### src/rtl/mcl_pkg.sv
package mcl_pkg;

  localparam int DEF_DIM_BITS   = 16;
  localparam int DEF_MAX_LEVELS = 17;
  localparam int DEF_MAX_LAYERS = 256;

  // layer count field holds up to 4095
  localparam int LAYER_W      = 12;
  localparam int LEVEL_W      = 5;
  localparam int ALIGN_DEF_LG = 2;   // alignment 0 means 4 bytes
  localparam int BYTE_SHIFT   = 3;   // bits to bytes
  localparam int IN_DATA_W    = 176;
  localparam int OUT_DATA_W   = 256;

  typedef struct packed {
    logic [15:0]        w;
    logic [15:0]        h;
    logic [15:0]        d;
    logic [7:0]         bits;
    logic [4:0]         bw;
    logic [4:0]         bh;
    logic [9:0]         step;
    logic [31:0]        pmin;
    logic [31:0]        smin;
    logic [4:0]         align_lg;
    logic [LAYER_W-1:0] layers;
    logic [LEVEL_W-1:0] limit;
  } mcl_desc_t;

  typedef struct packed {
    logic [LEVEL_W-1:0] level_index;
    logic [15:0]        lvl_width;
    logic [15:0]        lvl_height;
    logic [15:0]        lvl_depth;
    logic [9:0]         step_out;
    logic [31:0]        row_pitch;
    logic [31:0]        slice_bytes;
    logic [31:0]        plane_bytes;
    logic [44:0]        first_offset;
    logic [44:0]        total_bytes;
    logic               last_level;
    logic               error_flag;
  } mcl_result_t;

  typedef enum logic [2:0] {
    ST_IDLE,
    ST_ASIZE,
    ST_PITCH,
    ST_SLICE,
    ST_PLANE,
    ST_ADD,
    ST_EMIT
  } mcl_state_e;

endpackage

### src/rtl/mcl_queue.sv
module mcl_queue (
  input  logic               clk_i,
  input  logic               rst_ni,
  input  logic               push_i,
  input  mcl_pkg::mcl_desc_t data_i,
  output logic               full_o,
  input  logic               pop_i,
  output mcl_pkg::mcl_desc_t data_o,
  output logic               empty_o
);
  import mcl_pkg::*;

  localparam int Depth = 2;
  localparam int PtrW  = $clog2(Depth);

  mcl_desc_t         mem_q [Depth];
  logic [PtrW-1:0]   wr_ptr_q, wr_ptr_d;
  logic [PtrW-1:0]   rd_ptr_q, rd_ptr_d;
  logic [PtrW:0]     count_q, count_d;
  logic              do_push, do_pop;

  assign full_o  = (count_q == (PtrW+1)'(Depth));
  assign empty_o = (count_q == '0);
  assign do_push = push_i && !full_o;
  assign do_pop  = pop_i && !empty_o;
  assign data_o  = mem_q[rd_ptr_q];

  always_comb begin
    wr_ptr_d = do_push ? wr_ptr_q + PtrW'(1) : wr_ptr_q;
    rd_ptr_d = do_pop ? rd_ptr_q + PtrW'(1) : rd_ptr_q;
    count_d  = count_q + (PtrW+1)'(do_push) - (PtrW+1)'(do_pop);
  end

  always_ff @(posedge clk_i or negedge rst_ni) begin
    if (!rst_ni) begin
      wr_ptr_q <= '0;
      rd_ptr_q <= '0;
      count_q  <= '0;
    end else begin
      wr_ptr_q <= wr_ptr_d;
      rd_ptr_q <= rd_ptr_d;
      count_q  <= count_d;
    end
  end

  always_ff @(posedge clk_i) begin
    if (do_push) begin
      mem_q[wr_ptr_q] <= data_i;
    end
  end

endmodule

### src/rtl/mcl_front.sv
module mcl_front #(
  parameter int DIM_BITS   = mcl_pkg::DEF_DIM_BITS,
  parameter int MAX_LEVELS = mcl_pkg::DEF_MAX_LEVELS,
  parameter int MAX_LAYERS = mcl_pkg::DEF_MAX_LAYERS
) (
  input  logic [15:0]        base_width_i,
  input  logic [15:0]        base_height_i,
  input  logic [15:0]        base_depth_i,
  input  logic [7:0]         bits_per_block_i,
  input  logic [4:0]         block_width_i,
  input  logic [4:0]         block_height_i,
  input  logic [9:0]         step_bits_i,
  input  logic [31:0]        pitch_min_i,
  input  logic [31:0]        slice_min_i,
  input  logic [16:0]        align_request_i,
  input  logic [8:0]         layer_count_i,
  input  logic [4:0]         level_limit_i,
  output mcl_pkg::mcl_desc_t desc_o
);
  import mcl_pkg::*;

  localparam logic [15:0] DimMask = 16'((32'd1 << DIM_BITS) - 1);

  // log2 of the smallest power of two not below a, or ALIGN_DEF_LG when a is zero
  function automatic logic [4:0] align_log2(logic [16:0] a);
    logic [4:0] lg;
    lg = 5'd17;
    for (int k = 16; k >= 0; k--) begin
      if ((18'd1 << k) >= {1'b0, a}) lg = 5'(k);
    end
    if (a == '0) lg = 5'(ALIGN_DEF_LG);
    return lg;
  endfunction

  function automatic logic [15:0] dim_in(logic [15:0] v);
    logic [15:0] m;
    m = v & DimMask;
    return (m == '0) ? 16'd1 : m;
  endfunction

  logic [LAYER_W-1:0] layers;

  always_comb begin
    layers = (layer_count_i == '0) ? LAYER_W'(1) : LAYER_W'(layer_count_i);
    if (layers > LAYER_W'(MAX_LAYERS)) layers = LAYER_W'(MAX_LAYERS);

    desc_o.w        = dim_in(base_width_i);
    desc_o.h        = dim_in(base_height_i);
    desc_o.d        = dim_in(base_depth_i);
    desc_o.bits     = bits_per_block_i;
    desc_o.bw       = block_width_i;
    desc_o.bh       = block_height_i;
    desc_o.step     = (step_bits_i < 10'(bits_per_block_i)) ? 10'(bits_per_block_i)
                                                            : step_bits_i;
    desc_o.pmin     = pitch_min_i;
    desc_o.smin     = slice_min_i;
    desc_o.align_lg = align_log2(align_request_i);
    desc_o.layers   = layers;
    desc_o.limit    = (level_limit_i == '0 || level_limit_i > LEVEL_W'(MAX_LEVELS))
                      ? LEVEL_W'(MAX_LEVELS) : level_limit_i;
  end

endmodule

### src/rtl/mcl_back.sv
module mcl_back #(
  parameter int MAX_LEVELS = mcl_pkg::DEF_MAX_LEVELS
) (
  input  logic                 clk_i,
  input  logic                 rst_ni,
  input  logic                 empty_i,
  input  mcl_pkg::mcl_desc_t   desc_i,
  output logic                 pop_o,
  output logic                 res_valid_o,
  input  logic                 res_ready_i,
  output mcl_pkg::mcl_result_t res_o
);
  import mcl_pkg::*;

  function automatic logic [16:0] round_blk(logic [15:0] v, logic [4:0] b);
    logic [16:0] m;
    m = 17'(b) - 17'd1;
    return (17'(v) + m) & ~m;
  endfunction

  mcl_state_e          state_q, state_d;
  mcl_desc_t           desc_q;
  logic [15:0]         w_q, h_q, d_q;
  logic [31:0]         pmin_q, smin_q;
  logic [LEVEL_W-1:0]  lvl_q;
  logic [16:0]         ah_q;
  logic [26:0]         prod_q;
  logic [24:0]         chk_q;
  logic [31:0]         pitch_q, slice_q, plane_q;
  logic [43:0]         add_q;
  logic [44:0]         offset_q;
  logic                out_valid_q;
  mcl_result_t         out_q;

  logic [16:0]         aw;
  logic [31:0]         amask, pitch_raw, pitch_max, slice_max;
  logic [48:0]         slice_prod;
  logic [47:0]         plane_prod;
  logic [43:0]         add_prod;
  logic [44:0]         total;
  logic                bad, last_lvl, emit_last, out_load;
  mcl_result_t         err_word;

  always_comb begin
    aw         = round_blk(w_q, desc_q.bw);
    amask      = 32'((33'd1 << desc_q.align_lg) - 33'd1);
    pitch_raw  = {8'd0, prod_q[26:BYTE_SHIFT]};
    pitch_max  = (pitch_raw < pmin_q) ? pmin_q : pitch_raw;
    slice_prod = pitch_q * ah_q;
    slice_max  = (slice_q < smin_q) ? smin_q : slice_q;
    plane_prod = slice_max * d_q;
    add_prod   = plane_q * desc_q.layers;
    total      = offset_q + {1'b0, add_q};
    bad        = (lvl_q == '0) &&
                 ((desc_q.bits == '0) || (pitch_q < {10'd0, chk_q[24:BYTE_SHIFT]}) ||
                  ((slice_q & amask) != '0));
    last_lvl   = ({1'b0, lvl_q} + 6'd1 >= {1'b0, desc_q.limit}) ||
                 (w_q == 16'd1 && h_q == 16'd1 && d_q == 16'd1);
    emit_last  = bad || last_lvl;
    // error word: all fields zero except last and error
    err_word            = '0;
    err_word.last_level = 1'b1;
    err_word.error_flag = 1'b1;
  end

  // next state
  always_comb begin
    state_d = state_q;
    unique case (state_q)
      ST_IDLE:  if (!empty_i) state_d = ST_ASIZE;
      ST_ASIZE: state_d = ST_PITCH;
      ST_PITCH: state_d = ST_SLICE;
      ST_SLICE: state_d = ST_PLANE;
      ST_PLANE: state_d = ST_ADD;
      ST_ADD:   state_d = ST_EMIT;
      ST_EMIT:  if (out_load) state_d = emit_last ? ST_IDLE : ST_ASIZE;
      default:  state_d = ST_IDLE;
    endcase
  end

  // control outputs
  always_comb begin
    pop_o    = (state_q == ST_IDLE) && !empty_i;
    out_load = (state_q == ST_EMIT) && (!out_valid_q || res_ready_i);
  end

  always_ff @(posedge clk_i or negedge rst_ni) begin
    if (!rst_ni) begin
      state_q     <= ST_IDLE;
      out_valid_q <= 1'b0;
    end else begin
      state_q <= state_d;
      if (out_load) out_valid_q <= 1'b1;
      else if (res_ready_i) out_valid_q <= 1'b0;
    end
  end

  always_ff @(posedge clk_i) begin
    unique case (state_q)
      ST_IDLE: begin
        if (pop_o) begin
          desc_q   <= desc_i;
          w_q      <= desc_i.w;
          h_q      <= desc_i.h;
          d_q      <= desc_i.d;
          pmin_q   <= desc_i.pmin;
          smin_q   <= desc_i.smin;
          lvl_q    <= '0;
          offset_q <= '0;
        end
      end
      ST_ASIZE: begin
        ah_q   <= round_blk(h_q, desc_q.bh);
        prod_q <= aw * desc_q.step;
        chk_q  <= aw * desc_q.bits;
      end
      ST_PITCH: pitch_q <= 32'(pitch_max + amask) & ~amask;
      ST_SLICE: slice_q <= slice_prod[31:0];
      ST_PLANE: begin
        slice_q <= slice_max;
        plane_q <= plane_prod[31:0];
      end
      ST_ADD:   add_q <= add_prod;
      ST_EMIT: begin
        if (out_load) begin
          if (bad) begin
            out_q <= err_word;
          end else begin
            out_q.level_index  <= lvl_q;
            out_q.lvl_width    <= w_q;
            out_q.lvl_height   <= h_q;
            out_q.lvl_depth    <= d_q;
            out_q.step_out     <= desc_q.step;
            out_q.row_pitch    <= pitch_q;
            out_q.slice_bytes  <= slice_q;
            out_q.plane_bytes  <= plane_q;
            out_q.first_offset <= offset_q;
            out_q.total_bytes  <= total;
            out_q.last_level   <= last_lvl;
            out_q.error_flag   <= 1'b0;
          end
          offset_q <= total;
          if (w_q > 16'd1) w_q <= w_q >> 1;
          if (h_q > 16'd1) h_q <= h_q >> 1;
          if (d_q > 16'd1) d_q <= d_q >> 1;
          pmin_q <= '0;
          smin_q <= '0;
          lvl_q  <= lvl_q + LEVEL_W'(1);
        end
      end
      default: ;
    endcase
  end

  assign res_valid_o = out_valid_q;
  assign res_o       = out_q;

  a_err_only_level0: assert property (@(posedge clk_i) disable iff (!rst_ni)
    out_valid_q && out_q.error_flag |-> out_q.level_index == '0 && out_q.last_level)
    else $error("error word not a single level 0 word");

  a_level_bound: assert property (@(posedge clk_i) disable iff (!rst_ni)
    state_q != ST_IDLE && state_q != ST_ASIZE |-> lvl_q < LEVEL_W'(MAX_LEVELS))
    else $error("level counter ran past the chain limit");

  a_last_ends_chain: assert property (@(posedge clk_i) disable iff (!rst_ni)
    out_load && emit_last |=> state_q == ST_IDLE)
    else $error("sequencer continued after the last level");

  a_pop_starts_chain: assert property (@(posedge clk_i) disable iff (!rst_ni)
    pop_o |=> state_q == ST_ASIZE && lvl_q == '0 && offset_q == '0)
    else $error("new request did not restart level and offset");

endmodule

### src/rtl/mip_chain_layout.sv
// one request in, one word per mip level out, starting at level 0
// the sequencer pops a request from the queue in its idle state, then takes each level through
// ASIZE, PITCH, SLICE, PLANE, ADD and EMIT, waiting in EMIT while the output holds an untaken word;
// an error request gives one word; a 2-entry queue takes requests meanwhile
// reset clears the queue, the sequencer and the output valid; no clearing pass
module mip_chain_layout #(
  parameter int DIM_BITS   = mcl_pkg::DEF_DIM_BITS,
  parameter int MAX_LEVELS = mcl_pkg::DEF_MAX_LEVELS,
  parameter int MAX_LAYERS = mcl_pkg::DEF_MAX_LAYERS
) (
  input  logic                            clk_i,
  input  logic                            rst_ni,
  input  logic                            s_axis_tvalid,
  output logic                            s_axis_tready,
  // base_width, base_height, base_depth, bits_per_block, block_width, block_height,
  // step_bits, pitch_min, slice_min, align_request, layer_count, level_limit
  input  logic [mcl_pkg::IN_DATA_W-1:0]   s_axis_tdata,
  output logic                            m_axis_tvalid,
  input  logic                            m_axis_tready,
  // level_index, lvl_width, lvl_height, lvl_depth, step_out, row_pitch, slice_bytes,
  // plane_bytes, first_offset, total_bytes
  output logic [mcl_pkg::OUT_DATA_W-1:0]  m_axis_tdata,
  output logic                            m_axis_tlast,
  // error_flag
  output logic [0:0]                      m_axis_tuser
);
  import mcl_pkg::*;

  mcl_desc_t   desc_in, desc_out;
  mcl_result_t res;
  logic        full, empty, pop;

  mcl_front #(
    .DIM_BITS  (DIM_BITS),
    .MAX_LEVELS(MAX_LEVELS),
    .MAX_LAYERS(MAX_LAYERS)
  ) u_front (
    .base_width_i    (s_axis_tdata[15:0]),
    .base_height_i   (s_axis_tdata[31:16]),
    .base_depth_i    (s_axis_tdata[47:32]),
    .bits_per_block_i(s_axis_tdata[55:48]),
    .block_width_i   (s_axis_tdata[60:56]),
    .block_height_i  (s_axis_tdata[65:61]),
    .step_bits_i     (s_axis_tdata[75:66]),
    .pitch_min_i     (s_axis_tdata[107:76]),
    .slice_min_i     (s_axis_tdata[139:108]),
    .align_request_i (s_axis_tdata[156:140]),
    .layer_count_i   (s_axis_tdata[165:157]),
    .level_limit_i   (s_axis_tdata[170:166]),
    .desc_o          (desc_in)
  );

  assign s_axis_tready = !full;

  mcl_queue u_queue (
    .clk_i  (clk_i),
    .rst_ni (rst_ni),
    .push_i (s_axis_tvalid),
    .data_i (desc_in),
    .full_o (full),
    .pop_i  (pop),
    .data_o (desc_out),
    .empty_o(empty)
  );

  mcl_back #(
    .MAX_LEVELS(MAX_LEVELS)
  ) u_back (
    .clk_i      (clk_i),
    .rst_ni     (rst_ni),
    .empty_i    (empty),
    .desc_i     (desc_out),
    .pop_o      (pop),
    .res_valid_o(m_axis_tvalid),
    .res_ready_i(m_axis_tready),
    .res_o      (res)
  );

  assign m_axis_tdata = {7'd0, res.total_bytes, res.first_offset, res.plane_bytes,
                         res.slice_bytes, res.row_pitch, res.step_out, res.lvl_depth,
                         res.lvl_height, res.lvl_width, res.level_index};
  assign m_axis_tlast = res.last_level;
  assign m_axis_tuser = res.error_flag;

endmodule

### config.mk
export PLATFORM = sky130hd
export DESIGN_NAME = mip_chain_layout
export DESIGN_NICKNAME = d
export VERILOG_FILES = /design/src/rtl/mcl_pkg.sv /design/src/rtl/mcl_queue.sv /design/src/rtl/mcl_front.sv /design/src/rtl/mcl_back.sv /design/src/rtl/mip_chain_layout.sv
export SDC_FILE = /design/constraint.sdc
export NUM_CORES = 2
export LEC_CHECK = 0
export BUFFER_PORTS_ARGS = -buffer_cell sky130_fd_sc_hd__buf_2
export CELL_PAD_IN_SITES_DETAIL_PLACEMENT = 1
export CELL_PAD_IN_SITES_GLOBAL_PLACEMENT = 2
export CORE_MARGIN = 2
export CORE_UTILIZATION = 46
export CTS_CLUSTER_SIZE = 16
export DETAILED_ROUTE_END_ITERATION = 12
export GPL_TIMING_DRIVEN = 0
export PLACE_DENSITY = 0.89
export SLEW_MARGIN = 25
export SYNTH_ARGS = -nofsm -noshare
export SYNTH_HDL_FRONTEND = slang
export SYNTH_SLANG_ARGS = --single-unit
### constraint.sdc
create_clock -name clk_i -period 13.75 [get_ports clk_i]
set_input_delay 2.0625 -clock clk_i [delete_from_list [all_inputs] [get_ports clk_i]]
set_output_delay 2.0625 -clock clk_i [all_outputs]
set_load 0.005 [all_outputs]
==> summary.md <==
| Metric | Value |
|---|---|
| Status | completed |
| Yosys reg bits | ~1000 |
| Synth top area share | 34.5% |
| Fmax | around 0.089 GHz |
| Vias per cell | ~5.5 |
| Post-route setup slack | ~2500 ps |
| Area Overhead vs Synth | 11.6% |
| Clk buf depth | 3 |
| Area leader, netlist | edfxtp_1 |
| Largest family of logic cells by synthesized area | adder cells |
| Largest net degree at the start of global routing | 63 |
| Cts-stage hold buffer count | 0 |
| Synth Area in Compound Gates | under 10% |
| Vias | approximately 62000 |
| Drt drc | 0 |
| # Max-Cap Violations | 0 |
| RR Startpoint | u_back.desc_q[101] |
| TritonCTS Buffers | ~110 |
| R2R Path End | u_back.prod_q[25] |
| Most frequent cells in the layout | inv_1, nand2_1, fa_1, edfxtp_1, and2_1 |
| FFs w/ async S/R, synth | less than 1% |
| Reg2reg path depth | 36 |
| Slew margin rel. | 19.3% |
| Resized cells post-CTS | 0 |
| Final WL | between 200000 and 300000 um |
| Place WS | between 2000 and 3000 ps |
| Width of the die | around 430 um |
| Vias in the first global route | approximately 68000 |
| Setup-violating endpoint count in the final report | 0 |
| PortBufs | around 430 |
| Crit-path slowest cell | nor2_1 |
| Main synth FF type | edfxtp_1 |
| Clk_lat worst skew | 820 ps |
| Worst hold path type | register to register |
| Grt ovf | 0 |
| Worst Setup End Kind | register |
| Root Buffer | clkbuf_16 |
| Area contributors post-synth | edfxtp_1, fa_1, ha_1, inv_1, nand2_1 |
| Cell Area, Synth | around 85000 um^2 |
| Die Ht | 434 um |
| Clock slew at reported path FFs | about 60 ps |
| Critical Path Start | u_back.desc_q[101] |
| Synth cell types | 89 |
| CTS tree | built |
| Synth Instances | between 8000 and 9000 |
| Final hold viol count | 0 |
| Tot GR Track Use | between 30% and 40% |
| Fillers | about 20000 |
| Top-level port count | 440 |
| Commonest non-fill, non-tap cell in the layout | inv_1 |
| Actual slew at the worst max-slew pin | ~1200 ps |
| Global placer's final weighted congestion | around 0.95 |
| Final worst-path cycle share | between 80 and 90% |
| CP endpoint | u_back.prod_q[25] |
| CP max FO | 10 |
| Post-layout min period | about 11000 ps |
| Cell Rows | approximately 160 |
| Die area | 189000 um^2 |
| Kind of critical path | register to register |
| Critical path arrival | 11800 ps |
| Core area | between 150000 and 200000 um^2 |
| Unrepaired setup endpoints after global routing | false |
| Avg WL per Cell | approximately 26 um |
| Final nets | 10411 |
| Layout cells sized above 1 | about 9.1% |
| Seq/Total Area, Yosys | between 30% and 40% |
| Initial DRC count | 4573 |
| Antenna-violating nets left | 0 |
| Most Frequent Cell on Critical Path | fa_1 |
| Htree depth | 3 |
| TritonCTS Sinks | 988 |
| Final HPWL from detailed placement | roughly 230000 um |
| Fraction of the mapped netlist area in adder cells | roughly a third |
| Number of flops mapped to enable cells by yosys | just under 1000 |
| First-pass GRT wire length | approximately 430000 um |
| Synth Area in XOR/XNOR | under 10% |
| Clock skew | between 80 and 90 ps |
| Setup bufs post-CTS | 0 |
| Syn avg cell area | 10.6 um^2 |
| Synth warn | 0 |
| Mux cell area share after synthesis | between 2 and 3% |
| Initial antenna violation count | 17 |
| Startpoint Class | register |
| Final-report max-slew violation count | 0 |
| First-pass DRT Iterations | 5 |
| Synth Area in Simple Gates | between 10% and 20% |
| Critical Path RT | 14280 ps |
| Initial core utilization | about 46% |
| Max stage delay on crit path | 750 ps |
| R2R setup slack | 2480 ps |
| Post-Route Utilization | 51.8% |
-- metal layers --
metal	track usage, %	part of all wire [%]	vias to the layer above
li1	-	-	27041
met1	39.2	40	32222
met2	52.2	48	2083
met3	4.62	6.3	555
met4	13.6	5.0	8
met5	0	0.019	-
-- cell usage after synthesis, types with 8 or more instances --
| library cell | n |
|---|---|
| inv_1 | 1247 |
| nand2_1 | 1136 |
| fa_1 | 1046 |
| edfxtp_1 | 980 |
| and2_1 | 660 |
| ha_1 | 529 |
| nor2_1 | 398 |
| clkbuf_1 | 395 |
| o21ai_0 | 200 |
| a21oi_1 | 186 |
| xnor2_1 | 185 |
| mux2i_1 | 119 |
| a21o_1 | 111 |
| xor2_1 | 88 |
| mux2_2 | 80 |
| nor3_1 | 69 |
| nor2b_1 | 63 |
| nand2b_1 | 53 |
| nand3_1 | 50 |
| o21a_1 | 42 |
| and3_1 | 38 |
| nor4_1 | 32 |
| a211oi_1 | 31 |
| nand4_1 | 21 |
| o21ai_1 | 21 |
| or3_1 | 21 |
| a31oi_1 | 20 |
| buf_1 | 16 |
| o21bai_1 | 16 |
| o211ai_1 | 13 |
| o31ai_1 | 12 |
| o31a_1 | 10 |
| or2_2 | 10 |
| a21boi_1 | 8 |
| a221oi_1 | 8 |
| buf_4 | 8 |
| dfrtp_1 | 8 |
-- stage by stage --
stage | hold WS (ps) | std cells | area, um^2 | TNS [ps]
detailed placement | 512 | 11009 | 91600 | 0
CTS | 540 | 11209 | 95100 | 0
global placement | 476 | 10963 | 90500 | -90780
finish | 543 | 11219 | 95100 | 0
floorplan | 461 | 8072 | 85300 | 0
global route | 555 | 11212 | 95100 | 0
-- kinds of logic after synthesis --
logic type / after synthesis
AOI/OAI and AO/OA: 780
xor gates and xnor gates: 275
adders and majority gates: 1575
buffers and inverters: 1670
DFF: 988
muxes: 203
other: 1
and+or+nand+nor: 2574
-- state kept, by name, indices dropped and copies added (netlist names), 3 cells and up --
signal	flops
u_queue.mem_q	318
u_back.res_o	251
u_back.desc_q	47
u_back.offset_q	45
u_back.add_q	43
u_back.pitch_q	32
u_back.plane_q	32
u_back.pmin_q	32
u_back.slice_q	32
u_back.smin_q	32
u_back.prod_q	24
u_back.chk_q	22
u_back.ah_q	17
u_back.d_q	16
u_back.h_q	16
u_back.w_q	16
u_back.lvl_q	5
u_back.state_q	3
-- critical path, delay by kind of cell (launching register included) --
kind,cells,cell delay (ps)
buffers and inverters,8,2050
xor gates and xnor gates,2,210
adders and majority gates,8,3630
and+or+nand+nor,2,920
DFF,1,640
AOI/OAI and AO/OA,16,3520
-- worst min path at each step --
stage	start	endpoint	slack [ps]	depth (start not counted)
6_report	u_queue.mem_q[0][3]	u_back.desc_q[3]	540	1
5_1_grt	u_queue.mem_q[1][0]	u_back.desc_q[0]	560	1
4_1_cts	u_queue.count_q[1]	u_queue.count_q[1]	540	1
3_5_place_dp	u_queue.count_q[1]	u_queue.count_q[1]	510	1
3_3_place_gp	u_queue.wr_ptr_q	u_queue.wr_ptr_q	480	1
2_1_floorplan	u_queue.wr_ptr_q	u_queue.wr_ptr_q	460	1
-- final cells by class --
class                           count  area, um^2  area share [%]
Multi-Input combinational cell   5414       49400            51.9
Sequential cell                   988       29600            31.1
Inverter                         1248        4680            4.92
Timing Repair Buffer              473        3140            3.30
Tap cell                         2464        3080            3.24
Clock buffer                      127        2820            2.96
Buffer                            422        1650            1.73
Clock inverter                     73         684           0.720
Antenna cell                       10        25.0          0.0263
Power is not shown: default switching activity piles up to over one toggle a cycle in this logic, so the estimate is an artifact.
